`config.mk`:
```
export PLATFORM = sky130hd
export DESIGN_NAME = signed_int_to_decimal_ascii_core
export DESIGN_NICKNAME = d
export VERILOG_FILES = /design/src/hw/rtl/si2dec_pkg.sv /design/src/hw/rtl/signed_int_to_decimal_ascii_core.sv
export SDC_FILE = /design/constraint.sdc
export NUM_CORES = 1
export LEC_CHECK = 0
export ABC_AREA = 1
export BUFFER_PORTS_ARGS = -buffer_cell sky130_fd_sc_hd__buf_2
export CAP_MARGIN = 20
export CORE_MARGIN = 8
export CORE_UTILIZATION = 35
export DETAILED_ROUTE_END_ITERATION = 6
export HOLD_SLACK_MARGIN = 0.08
export PLACE_DENSITY_LB_ADDON = 0.08
export SLEW_MARGIN = 20
export SYNTH_ARGS = -nofsm -noshare
export SYNTH_HDL_FRONTEND = slang
export SYNTH_SLANG_ARGS = --single-unit
```
`constraint.sdc`:
```
create_clock -name clock -period 6.8 [get_ports clock]
set_input_delay 1.02 -clock clock [delete_from_list [all_inputs] [get_ports clock]]
set_output_delay 1.02 -clock clock [all_outputs]
set_load 0.005 [all_outputs]
```
`src/hw/rtl/si2dec_pkg.sv`:
```
// ----------------------------------------------------------------------------
// si2dec_pkg
// Shared types, constants and the binary-to-BCD step function of the signed
// integer to decimal text converter.
// ----------------------------------------------------------------------------
package si2dec_pkg;

   localparam int ValueW        = 32;
   localparam int DigitsMax     = 10;
   localparam int BcdW          = 4 * DigitsMax;
   localparam int DdStages      = 4;
   localparam int StepsPerStage = ValueW / DdStages;
   localparam int CharW         = 8;

   localparam logic [CharW-1:0] AsciiZero  = 8'd48;
   localparam logic [CharW-1:0] AsciiMinus = 8'd45;

   typedef logic [BcdW-1:0]   bcd_type;
   typedef logic [ValueW-1:0] bin_type;

   typedef struct packed {
      bcd_type bcd;
      bin_type bin;
   } dd_type;

   function automatic dd_type dd_steps(dd_type cur);
      dd_type     acc;
      logic [3:0] dig;
      acc = cur;
      for (int s = 0; s < StepsPerStage; s++) begin
         for (int d = 0; d < DigitsMax; d++) begin
            dig = acc.bcd[d*4 +: 4];
            if (dig >= 4'd5) begin
               acc.bcd[d*4 +: 4] = dig + 4'd3;
            end
         end
         {acc.bcd, acc.bin} = {acc.bcd[BcdW-2:0], acc.bin, 1'b0};
      end
      return acc;
   endfunction

endpackage

```
`src/hw/rtl/signed_int_to_decimal_ascii_core.sv`:
```
// ----------------------------------------------------------------------------
// signed_int_to_decimal_ascii_core
// Converts a signed 32-bit integer to its decimal ASCII text, one character
// per output beat, minus sign first, no leading zeros, last character flagged.
// ----------------------------------------------------------------------------
// Path: the input is registered in stage 0, passes conversion stages 1 to 4
// and is loaded into the output serializer, which presents the first character.
// Flow: a number of N characters (1..11) holds the serializer until all N are sent;
// the 5-stage pipeline buffers up to five beats meanwhile, then holds off input.
// Reset clears all valid bits; no clearing pass.
module signed_int_to_decimal_ascii_core
   import si2dec_pkg::*;
(
   input  logic                 clock,
   input  logic                 reset,
   input  logic                 req_tvalid,
   output logic                 req_tready,
   input  logic signed [31:0]   req_tdata,   // [31:0] value
   output logic                 rsp_tvalid,
   input  logic                 rsp_tready,
   output logic [CharW-1:0]     rsp_tdata,   // [7:0] char_code
   output logic                 rsp_tlast    // last_char
);

   logic [DdStages:0] stg_valid_ff;
   logic [DdStages:0] stg_valid_in;
   logic [DdStages:0] stg_adv;
   logic [DdStages:0] stg_neg_ff;
   bin_type           stg_bin_ff [0:DdStages];
   bcd_type           stg_bcd_ff [1:DdStages];
   dd_type            stg_dd_in  [1:DdStages];

   logic              sr_valid_ff, sr_valid_in;
   logic              sr_neg_ff, sr_neg_in;
   bcd_type           sr_bcd_ff, sr_bcd_in;
   logic [3:0]        sr_left_ff, sr_left_in;
   logic              sr_free;
   logic              sr_load;
   logic              rsp_beat;

   logic [3:0]        top_dig;
   logic [3:0]        lead_zeros;
   bcd_type           ld_bcd;

   // ready chain
   always_comb begin
      stg_adv[DdStages] = !stg_valid_ff[DdStages] || sr_free;
      for (int k = DdStages - 1; k >= 0; k--) begin
         stg_adv[k] = !stg_valid_ff[k] || stg_adv[k+1];
      end
   end

   assign req_tready = stg_adv[0];

   always_comb begin
      stg_valid_in[0] = req_tvalid;
      for (int k = 1; k <= DdStages; k++) begin
         stg_valid_in[k] = stg_valid_ff[k-1];
      end
      stg_dd_in[1] = dd_steps('{bcd: '0, bin: stg_bin_ff[0]});
      for (int k = 2; k <= DdStages; k++) begin
         stg_dd_in[k] = dd_steps('{bcd: stg_bcd_ff[k-1], bin: stg_bin_ff[k-1]});
      end
   end

   always_ff @(posedge clock) begin
      if (reset) begin
         stg_valid_ff <= '0;
      end else begin
         for (int k = 0; k <= DdStages; k++) begin
            if (stg_adv[k]) begin
               stg_valid_ff[k] <= stg_valid_in[k];
            end
         end
      end
   end

   always_ff @(posedge clock) begin
      if (stg_adv[0]) begin
         stg_neg_ff[0] <= req_tdata[ValueW-1];
         stg_bin_ff[0] <= req_tdata[ValueW-1] ? bin_type'(-req_tdata) : bin_type'(req_tdata);
      end
      for (int k = 1; k <= DdStages; k++) begin
         if (stg_adv[k]) begin
            stg_neg_ff[k] <= stg_neg_ff[k-1];
            stg_bcd_ff[k] <= stg_dd_in[k].bcd;
            stg_bin_ff[k] <= stg_dd_in[k].bin;
         end
      end
   end

   // find the most significant nonzero digit and left-align the digits
   always_comb begin
      top_dig = '0;
      for (int d = 0; d < DigitsMax; d++) begin
         if (stg_bcd_ff[DdStages][d*4 +: 4] != 4'd0) begin
            top_dig = 4'(d);
         end
      end
      lead_zeros = 4'(DigitsMax - 1) - top_dig;
      ld_bcd     = stg_bcd_ff[DdStages] << {lead_zeros, 2'b00};
   end

   // output serializer
   assign rsp_tvalid = sr_valid_ff;
   assign rsp_tlast  = !sr_neg_ff && (sr_left_ff == 4'd1);
   assign rsp_tdata  = sr_neg_ff ? AsciiMinus
                                 : (AsciiZero | {4'd0, sr_bcd_ff[BcdW-1 -: 4]});
   assign rsp_beat   = sr_valid_ff && rsp_tready;
   assign sr_free    = !sr_valid_ff || (rsp_tready && rsp_tlast);
   assign sr_load    = sr_free && stg_valid_ff[DdStages];

   always_comb begin
      sr_valid_in = sr_valid_ff;
      sr_neg_in   = sr_neg_ff;
      sr_bcd_in   = sr_bcd_ff;
      sr_left_in  = sr_left_ff;
      if (sr_load) begin
         sr_valid_in = 1'b1;
         sr_neg_in   = stg_neg_ff[DdStages];
         sr_bcd_in   = ld_bcd;
         sr_left_in  = top_dig + 4'd1;
      end else if (rsp_beat) begin
         if (rsp_tlast) begin
            sr_valid_in = 1'b0;
         end else if (sr_neg_ff) begin
            sr_neg_in = 1'b0;
         end else begin
            sr_bcd_in  = {sr_bcd_ff[BcdW-5:0], 4'd0};
            sr_left_in = sr_left_ff - 4'd1;
         end
      end
   end

   always_ff @(posedge clock) begin
      if (reset) begin
         sr_valid_ff <= 1'b0;
      end else begin
         sr_valid_ff <= sr_valid_in;
      end
   end

   always_ff @(posedge clock) begin
      sr_neg_ff  <= sr_neg_in;
      sr_bcd_ff  <= sr_bcd_in;
      sr_left_ff <= sr_left_in;
   end

   a_char_range: assert property (@(posedge clock) disable iff (reset)
      rsp_tvalid |-> (rsp_tdata == AsciiMinus) ||
                     ((rsp_tdata >= AsciiZero) && (rsp_tdata <= AsciiZero + 8'd9)))
      else $error("output character outside minus and digits");

   a_left_count: assert property (@(posedge clock) disable iff (reset)
      sr_valid_ff |-> (sr_left_ff != 4'd0) && (sr_left_ff <= 4'(DigitsMax)))
      else $error("serializer digit count out of range");

   a_stage_hold: assert property (@(posedge clock) disable iff (reset)
      (stg_valid_ff[DdStages] && !sr_free) |=>
         (stg_valid_ff[DdStages] && $stable(stg_bcd_ff[DdStages])))
      else $error("last conversion stage dropped a stalled item");

   a_last_reload: assert property (@(posedge clock) disable iff (reset)
      (rsp_beat && rsp_tlast && !stg_valid_ff[DdStages]) |=> !sr_valid_ff)
      else $error("serializer kept a finished number");

endmodule
```
==> flow_summary_export.csv, run 1 <==
group,metric,value,unit
status,status,"completed",
floorplanning,die_area,81900,µm²
cells_and_area,final_core_utilization,38.5,%
global_route,first_global_vias,21000,
logic_synthesis,synth_mux_area_share,0.313,%
floorplanning,start_util,35.2,%
cells_and_area,drive_gt1_share,14.9,%
worst_setup_path,slowest_stage,"edfxtp_1",
worst_setup_path,arrival,6.44,ns
clocking,cts_tree,"yes",
route,drt_iter0_drc,862,
logic_synthesis,synth_seq_area_share,27.7,%
cells_and_area,final.fill_count,7780,
clocking,cts_buffer_depth,3,
cells_and_area,diodes,0,
worst_hold_path,hold_depth,0,
logic_synthesis,async_flop_share,0,%
logic_synthesis,syn-cell-area,25600,µm²
clocking,cts_made_buffers,30,
logic_synthesis,ys.flop_type,"edfxtp_1",
route,wirelength,57000,µm
timing,worst_slack,0.681,ns
route,vias,22400,
timing,fin_skew,0.0111,ns
worst_setup_path,critPathCaptureType,"register",
global_route,antenna_found_initial,1,
cells_and_area,fin_nets,3948,
floorplanning,std_cell_rows,99,
global_route,grt_use_total,13.6,%
timing,fin_crit_sh,90.0,%
timing,report.final.slew_viol_count,0,
route,wl_per_cell,12.0,µm
logic_synthesis,synth_top_family_by_area,"simple AND/OR/NAND/NOR gates",
cells_and_area,synthToLayoutAreaGrowth,9.32,%
timing,setup_viol,0,
worst_setup_path,max_stage_delay,0.44,ns
logic_synthesis,synth-edff-count,232,
logic_synthesis,yosysWarnings,0,
clocking,clock_sinks,238,
placement,hpwl,46000,µm
global_route,grt_pass1_wl,96500,µm
worst_hold_path,min_path_type,"register to register",
route,viasPerCell,4.72,
worst_setup_path,r2r_cells,42,
worst_setup_path,cp-startpoint,"stg_bcd_ff[0][148]$_DFFE_PP_",
job,drv_cap,0,
logic_synthesis,synth_area_leaders,"edfxtp_1, nand2_1, inv_1, ha_1, nand3_1",
worst_setup_path,crit_type,"register to register",
clocking,clkSlewWorstSetupHoldPaths,0.06,ns
placement,port_buffers,43,
route,drc_errors,0,
logic_synthesis,synth_fa_ha_area_share,7.49,%
cells_and_area,layout_common_cells,"nand2_1, inv_1, nand3_1",
timing,fin_crit,6.12,ns
placement,placed_cells,4685,
worst_setup_path,path_common_cell,"inv_1",
logic_synthesis,ys_types,59,
logic_synthesis,synth_top_area_share,27.3,%
worst_setup_path,crit_fanout,5,
cells_and_area,final_cell_area,27900,µm²
timing,hold_viol,0,
route,ant_nets,0,
logic_synthesis,avgSynthCellArea,6.91,µm²
placement,place_congestion,0.790,
logic_synthesis,syn_inst,3699,
worst_setup_path,start_kind,"register",
worst_setup_path,setup.worst_path.end,"stg_bcd_ff[0][198]$_DFFE_PP_",
floorplanning,io_pins,47,
floorplanning,die_h,286,µm
floorplanning,fp.coreArea,72600,µm²
worst_setup_path,r2r_start,"stg_bcd_ff[0][148]$_DFFE_PP_",
logic_synthesis,yosys.area_share.simple,41.4,%
floorplanning,die_w,286,µm
worst_setup_path,reg2reg_to,"stg_bcd_ff[0][198]$_DFFE_PP_",
global_route,grt_overflow,0,
clocking,clk_latency,0.58,ns
route,dr.pass1.iters,5,
clocking,htree_levels,1,
global_route,grt_start_max_net_pins,45,
timing,worstMarginPinSlew,0.943,ns
logic_synthesis,synth_top_cell_by_area,"edfxtp_1",
logic_synthesis,synth-compound-area-share,8.95,%
worst_setup_path,crit_required,7.12,ns
timing,max_freq,163,MHz
timing,relSlewSlack,37.0,%
logic_synthesis,synth_seq_cells,238,
cells_and_area,final_cells,4741,
clocking,clock-root-buffer,"clkbuf_16",
placement,place_ws,0.401,ns
cells_and_area,final_common_cell,"nand2_1",
placement,placed_area,27000,µm²
logic_synthesis,synthXorXnorAreaFrac,4.34,%
worst_setup_path,rrSetupSlack,0.68,ns
[worst min-delay path by stage]
stage                              endpoint  slack, ns                        start
2_1_floorplan  stg_bcd_ff[0][120]$_DFFE_PP_       0.40  stg_bin_ff[0][88]$_DFFE_PP_
3_3_place_gp   stg_bin_ff[0][122]$_DFFE_PP_       0.40  stg_bin_ff[0][82]$_DFFE_PP_
3_5_place_dp   stg_bin_ff[0][121]$_DFFE_PP_       0.40  stg_bin_ff[0][81]$_DFFE_PP_
4_1_cts         stg_bin_ff[0][40]$_DFFE_PP_       0.42   stg_bin_ff[0][0]$_DFFE_PP_
5_1_grt        stg_bin_ff[0][124]$_DFFE_PP_       0.42  stg_bin_ff[0][84]$_DFFE_PP_
6_report       stg_bin_ff[0][122]$_DFFE_PP_       0.42  stg_bin_ff[0][82]$_DFFE_PP_
[metrics by stage]
step / setup TNS [ns] / hold WS [ns]
4_1_cts: 0 / 0.419
5_1_grt: -0.0384 / 0.421
2_1_floorplan: 0 / 0.400
3_3_place_gp: 0 / 0.401
6_report: 0 / 0.417
3_5_place_dp: 0 / 0.405
[critical path: cells and delay by family, from the launching register on]
kind	cells	cell delay, ns
buffers and inverters	10	0.77
AND/OR/NAND/NOR	17	2.03
adder cells (fa/ha/maj)	8	1.45
flip-flops	1	0.44
XOR/XNOR	3	0.58
AO/OA/AOI/OAI	4	0.58
[registers in the layout (all words and copies together) (netlist names)]
signal        count
stg_valid_ff      5
rsp_tvalid        1
sr_neg_ff         1
sr_bcd_ff        40
stg_bin_ff       80
sr_left_ff        4
stg_bcd_ff      102
stg_neg_ff        5
[routing by layer]
metal	vias up	wire length (µm)	GRT usage [%]
met3	54	1200	1.44
met5	-	13	0
met2	151	27100	24.3
li1	12300	-	-
met1	9932	27700	17.5
met4	2	1000	2.59
[logic make-up (layout without fill, tap and decap cells)]
group,Yosys count,count (layout)
other,2,3
and+or+nand+nor,2179,2179
adders and majority gates,153,153
muxes,8,8
DFF,238,238
buffers and inverters,658,740
AOI/OAI and AO/OA,354,354
xor gates and xnor gates,107,107
[Yosys cell counts, types with 7 or more instances]
master and instances:
and2_4 11, xor2_2 12, nor2_1 86, inv_2 17, mux2i_1 8, nand2_4 24, nor4_1 10, nand2_2 199
nand3_2 93, a21o_1 29, or2_2 10, clkbuf_1 26, o21ai_2 43, nand3b_1 15, edfxtp_1 232, a31oi_1 8
nand4_1 128, and2_1 30, nor3_1 17, inv_1 608, xnor2_1 18, o21ai_1 21, nand2_1 1181, a32o_1 7
nand3_1 355, a21o_2 8, o221ai_1 10, o21ai_0 122, a31o_2 9, a21oi_1 48, and2_2 9, o211ai_1 16
xor2_1 69, ha_1 153
[area by class of cell]
type                            instances  area (µm²)  area share, %
Tap cell                              959        1200           4.30
Clock buffer                           35         769           2.75
Sequential cell                       238        7090           25.4
Inverter                              628        2360           8.44
Clock inverter                         20         169          0.605
Multi-Input combinational cell       2804       16000           57.4
Timing Repair Buffer                   57         320           1.15
[repair_timing]
action,in CTS,in global routing
hold buffers,0,0
resized for setup,0,8
setup endpoints to repair,0,8
endpoints found under the hold margin,0,0
setup buffers,0,1
Power of run 1 is left out: the tool's default activity adds up to more than one toggle a clock period on the data nets, which glitch-free logic cannot reach.
==> inputs of run 2 (changes only) <==
--- a/config.mk
+++ b/config.mk
@@ -12,7 +12,7 @@
 export CORE_UTILIZATION = 35
 export DETAILED_ROUTE_END_ITERATION = 6
 export HOLD_SLACK_MARGIN = 0.08
-export PLACE_DENSITY_LB_ADDON = 0.08
+export PLACE_DENSITY = 0.52
 export SLEW_MARGIN = 20
 export SYNTH_ARGS = -nofsm -noshare
 export SYNTH_HDL_FRONTEND = slang
==> flow_summary_export.csv, run 2 (synthesized netlist as in run 1, its figures left out) <==
group,metric,value,unit
worst_hold_path,min_path_type,"register to register",
worst_setup_path,max_stage_delay,0.41,ns
route,viasPerCell,4.72,
timing,max_freq,164,MHz
placement,port_buffers,43,
clocking,cts_buffer_depth,3,
cells_and_area,final_cell_area,28100,µm²
status,status,"completed",
route,dr.pass1.iters,5,
cells_and_area,layout_common_cells,"nand2_1, inv_1, nand3_1",
clocking,cts_tree,"yes",
cells_and_area,diodes,0,
cells_and_area,final.fill_count,7677,
floorplanning,die_w,286,µm
floorplanning,die_area,81900,µm²
global_route,first_global_vias,21100,
cells_and_area,synthToLayoutAreaGrowth,9.78,%
cells_and_area,reg_top3,"stg_bcd_ff: 102 flops, stg_bin_ff: 80 flops, sr_bcd_ff: 40 flops",
clocking,clk_latency,0.58,ns
route,wl_per_cell,11.4,µm
worst_setup_path,crit_fanout,5,
placement,place_congestion,0.804,
timing,fin_crit_sh,89.6,%
global_route,grt_start_max_net_pins,45,
timing,report.final.slew_viol_count,0,
clocking,htree_levels,1,
worst_setup_path,crit_required,7.10,ns
global_route,grt_overflow,0,
cells_and_area,final_common_cell,"nand2_1",
clocking,cts_hold_buf,0,
route,drt_iter0_drc,939,
timing,fin_skew,0.0273,ns
route,drc_errors,0,
placement,hpwl,44000,µm
timing,relSlewSlack,44.7,%
clocking,cts_made_buffers,29,
cells_and_area,largest_register,"stg_bcd_ff",
timing,fin_crit,6.09,ns
job,drv_cap,0,
global_route,grt_use_total,13.0,%
cells_and_area,fin_nets,3948,
global_route,antenna_found_initial,0,
route,ant_nets,0,
timing,worstMarginPinSlew,0.827,ns
worst_setup_path,crit_type,"register to register",
cells_and_area,largest_reg_flops,102,
floorplanning,start_util,35.2,%
worst_setup_path,start_kind,"register",
floorplanning,die_h,286,µm
worst_setup_path,arrival,6.39,ns
clocking,clock-root-buffer,"clkbuf_16",
worst_setup_path,slowest_stage,"edfxtp_1",
timing,hold_viol,0,
route,wirelength,53900,µm
route,vias,22400,
global_route,grt_pass1_wl,93700,µm
placement,placed_area,27000,µm²
timing,setup_viol,0,
floorplanning,io_pins,47,
clocking,clock_sinks,238,
floorplanning,fp.coreArea,72600,µm²
cells_and_area,drive_gt1_share,14.9,%
floorplanning,std_cell_rows,99,
clocking,clkSlewWorstSetupHoldPaths,0.06,ns
worst_setup_path,critPathCaptureType,"register",
run 2: metal layers:
layer | wire, µm | vias to the layer above | GRT usage (%)
met4 | 894 | 0 | 2.29
li1 | - | 12200 | -
met1 | 25900 | 9883 | 16.6
met3 | 1490 | 61 | 1.49
met5 | 0 | - | 0
met2 | 25600 | 186 | 23.5
run 2: worst paths after layout:
| kind | endpoint | startpoint | depth (start not counted) | slack [ns] |
|---|---|---|---|---|
| setup reg to reg | stg_bcd_ff[0][198]$_DFFE_PP_ | stg_bcd_ff[0][148]$_DFFE_PP_ | 42 | 0.71 |
| setup / recovery | stg_bcd_ff[0][198]$_DFFE_PP_ | stg_bcd_ff[0][148]$_DFFE_PP_ | 42 | 0.71 |
| hold / removal | stg_bin_ff[0][121]$_DFFE_PP_ | stg_bin_ff[0][81]$_DFFE_PP_ | 0 | 0.42 |
| hold reg to reg | stg_bin_ff[0][121]$_DFFE_PP_ | stg_bin_ff[0][81]$_DFFE_PP_ | 0 | 0.42 |
run 2: worst max-delay path, delay by kind of cell (launching register included):
| family | cells | cell delay [ns] |
|---|---|---|
| compound gates | 4 | 0.59 |
| xor+xnor | 3 | 0.53 |
| fa+ha+maj | 8 | 1.42 |
| buf+inv | 10 | 0.77 |
| flops | 1 | 0.41 |
| simple gates | 17 | 2.07 |
run 2: through the flow:
step	TNS, ns	std cells	utilization [%]	setup WS, ns	hold slack, ns
after floorplan	0	3700	-	0.931	0.400
after global placement	0	4685	37.1	0.442	0.401
after detailed placement	0	4685	37.1	0.324	0.405
after CTS	0	4739	38.6	0.270	0.417
after global routing	-0.0540	4741	38.6	-0.0449	0.423
final	0	4741	38.6	0.709	0.416
run 2: timing repair:
item / 4_1_cts / 5_1_grt
resized for setup: 0 / 7
endpoints found under the setup margin: 0 / 6
setup buffers: 0 / 2
run 2: final cells by class:
type                            count  area, µm²  share of cell area (%)
Timing Repair Buffer               58        328                    1.17
Clock buffer                       36        772                    2.75
Clock inverter                     18        275                   0.981
Tap cell                          959       1200                    4.28
Inverter                          628       2360                    8.41
Sequential cell                   238       7090                    25.3
Multi-Input combinational cell   2804      16000                    57.1
Power of run 2 is left out for the same reason.
==> inputs of run 3 (changes only) <==
==> constraint.sdc (replaced) <==
create_clock -name clock -period 6.8 [get_ports clock]
set_input_delay 0.68 -clock clock [delete_from_list [all_inputs] [get_ports clock]]
set_output_delay 0.68 -clock clock [all_outputs]
set_load 0.005 [all_outputs]
==> flow_summary_export.csv, run 3 (synthesized netlist as in run 1, its figures left out) <==
group,metric,value,unit
placement,hpwl,43900,µm
route,drt_iter0_drc,959,
placement,place_ws,0.375,ns
route,ant_nets,0,
worst_setup_path,start_kind,"register",
timing,fin_crit_sh,90.2,%
route,vias,22200,
worst_setup_path,r2r_start,"stg_bcd_ff[0][148]$_DFFE_PP_",
worst_setup_path,critPathCaptureType,"register",
global_route,grt_pass1_wl,94300,µm
cells_and_area,largest_register,"stg_bcd_ff",
timing,hold_viol,0,
route,drc_errors,0,
worst_hold_path,hp-start,"req_tvalid",
cells_and_area,synthToLayoutAreaGrowth,9.31,%
clocking,clkSlewWorstSetupHoldPaths,0.06,ns
floorplanning,die_w,286,µm
clocking,htree_levels,1,
floorplanning,fp.coreArea,72600,µm²
route,dr.pass1.iters,5,
timing,worst_slack,0.666,ns
global_route,grt_start_max_net_pins,45,
global_route,grt_overflow,0,
worst_setup_path,rrSetupSlack,0.67,ns
worst_hold_path,hold_depth,3,
job,drv_cap,0,
worst_setup_path,path_common_cell,"inv_1",
timing,holdWs,0.343,ns
cells_and_area,layout_common_cells,"nand2_1, inv_1, nand3_1",
cells_and_area,drive_gt1_share,14.9,%
timing,setup_viol,0,
timing,worstMarginPinSlew,0.859,ns
placement,place_congestion,0.808,
global_route,antenna_found_initial,0,
clocking,clock-root-buffer,"clkbuf_16",
timing,fin_tns_setup,0,ns
worst_setup_path,crit_required,7.11,ns
clocking,cts_tree,"yes",
floorplanning,start_util,35.2,%
global_route,first_global_vias,21100,
floorplanning,io_pins,47,
global_route,grt_use_total,13.0,%
clocking,clk_latency,0.57,ns
floorplanning,die_area,81900,µm²
floorplanning,die_h,286,µm
worst_setup_path,arrival,6.44,ns
worst_setup_path,reg2reg_to,"stg_bcd_ff[0][198]$_DFFE_PP_",
timing,report.final.slew_viol_count,0,
worst_setup_path,slowest_stage,"edfxtp_1",
floorplanning,std_cell_rows,99,
cells_and_area,final_common_cell,"nand2_1",
cells_and_area,final_core_utilization,38.5,%
placement,port_buffers,43,
cells_and_area,reg_top3,"stg_bcd_ff: 102 flops, stg_bin_ff: 80 flops, sr_bcd_ff: 40 flops",
clocking,cts_hold_buf,0,
status,status,"completed",
worst_setup_path,crit_type,"register to register",
worst_setup_path,r2r_cells,39,
worst_setup_path,max_stage_delay,0.41,ns
timing,max_freq,163,MHz
worst_hold_path,min_to,"stg_valid_ff[0]$_SDFFE_PP0P_",
timing,fin_crit,6.13,ns
clocking,cts_made_buffers,28,
timing,relSlewSlack,42.6,%
clocking,cts_buffer_depth,3,
route,viasPerCell,4.69,
timing,fin_skew,0.0182,ns
cells_and_area,diodes,0,
worst_hold_path,min_path_type,"input port to register",
worst_setup_path,crit_fanout,5,
cells_and_area,fin_nets,3946,
route,wl_per_cell,11.4,µm
clocking,clock_sinks,238,
route,wirelength,54000,µm
cells_and_area,largest_reg_flops,102,
timing,rsz0062_at_grt,"false",
## run 3: changes by cell type in the layout (fill, tap and decap cells not counted), moves of 2 or more
cell        delta
bufinv_16      -6
clkbuf_8       +6
clkinv_1       -3
clkinvlp_4     +3
inv_6          -2
## run 3: how the worst max path moves through the flow
stage | startpoint | endpoint | depth (start not counted) | slack (ns)
after floorplan | stg_bcd_ff[0][148]$_DFFE_PP_ | stg_bcd_ff[0][198]$_DFFE_PP_ | 39 | 0.98
after global placement | stg_bcd_ff[0][148]$_DFFE_PP_ | stg_bcd_ff[0][198]$_DFFE_PP_ | 39 | 0.45
after detailed placement | stg_bcd_ff[0][148]$_DFFE_PP_ | stg_bcd_ff[0][198]$_DFFE_PP_ | 39 | 0.38
after CTS | stg_bcd_ff[0][148]$_DFFE_PP_ | stg_bcd_ff[0][198]$_DFFE_PP_ | 39 | 0.32
after global routing | stg_bcd_ff[0][148]$_DFFE_PP_ | stg_bcd_ff[0][198]$_DFFE_PP_ | 39 | 0.003
final | stg_bcd_ff[0][148]$_DFFE_PP_ | stg_bcd_ff[0][198]$_DFFE_PP_ | 39 | 0.67
## run 3: metal layers
metal  GRT usage [%]  up-vias  wire [µm]
met1            16.8     9750      26100
met4            2.24        0        841
li1                -    12200          -
met2            23.6      172      25500
met3            1.49       50       1490
met5               0        -          0
## run 3: cell type report
| cell class | instances | area (µm²) |
|---|---|---|
| Fill cell | 7759 | 44700 |
| Multi-Input combinational cell | 2804 | 16000 |
| Sequential cell | 238 | 7090 |
| Inverter | 628 | 2360 |
| Tap cell | 959 | 1200 |
| Clock buffer | 42 | 833 |
| Timing Repair Buffer | 57 | 320 |
| Clock inverter | 10 | 100 |
## run 3: through the flow
stage | cells | cell area [µm²]
detailed placement | 4684 | 26900
global route | 4738 | 27900
CTS | 4736 | 27900
floorplan | 3700 | 25600
finish | 4738 | 27900
global placement | 4684 | 26900
## run 3: repair_timing
item	CTS	global route
setup endpoints to repair	0	6
resized for setup	0	8
buffers inserted	0	2
## run 3: worst max-delay path, delay by kind of cell (launching register included)
kind / cells / cell delay [ns]
DFF: 1 / 0.41
and+or+nand+nor: 11 / 1.41
xor gates and xnor gates: 4 / 0.86
buffers and inverters: 10 / 0.75
adders and majority gates: 8 / 1.45
AOI/OAI and AO/OA: 6 / 1.00
Power of run 3 is left out for the same reason.
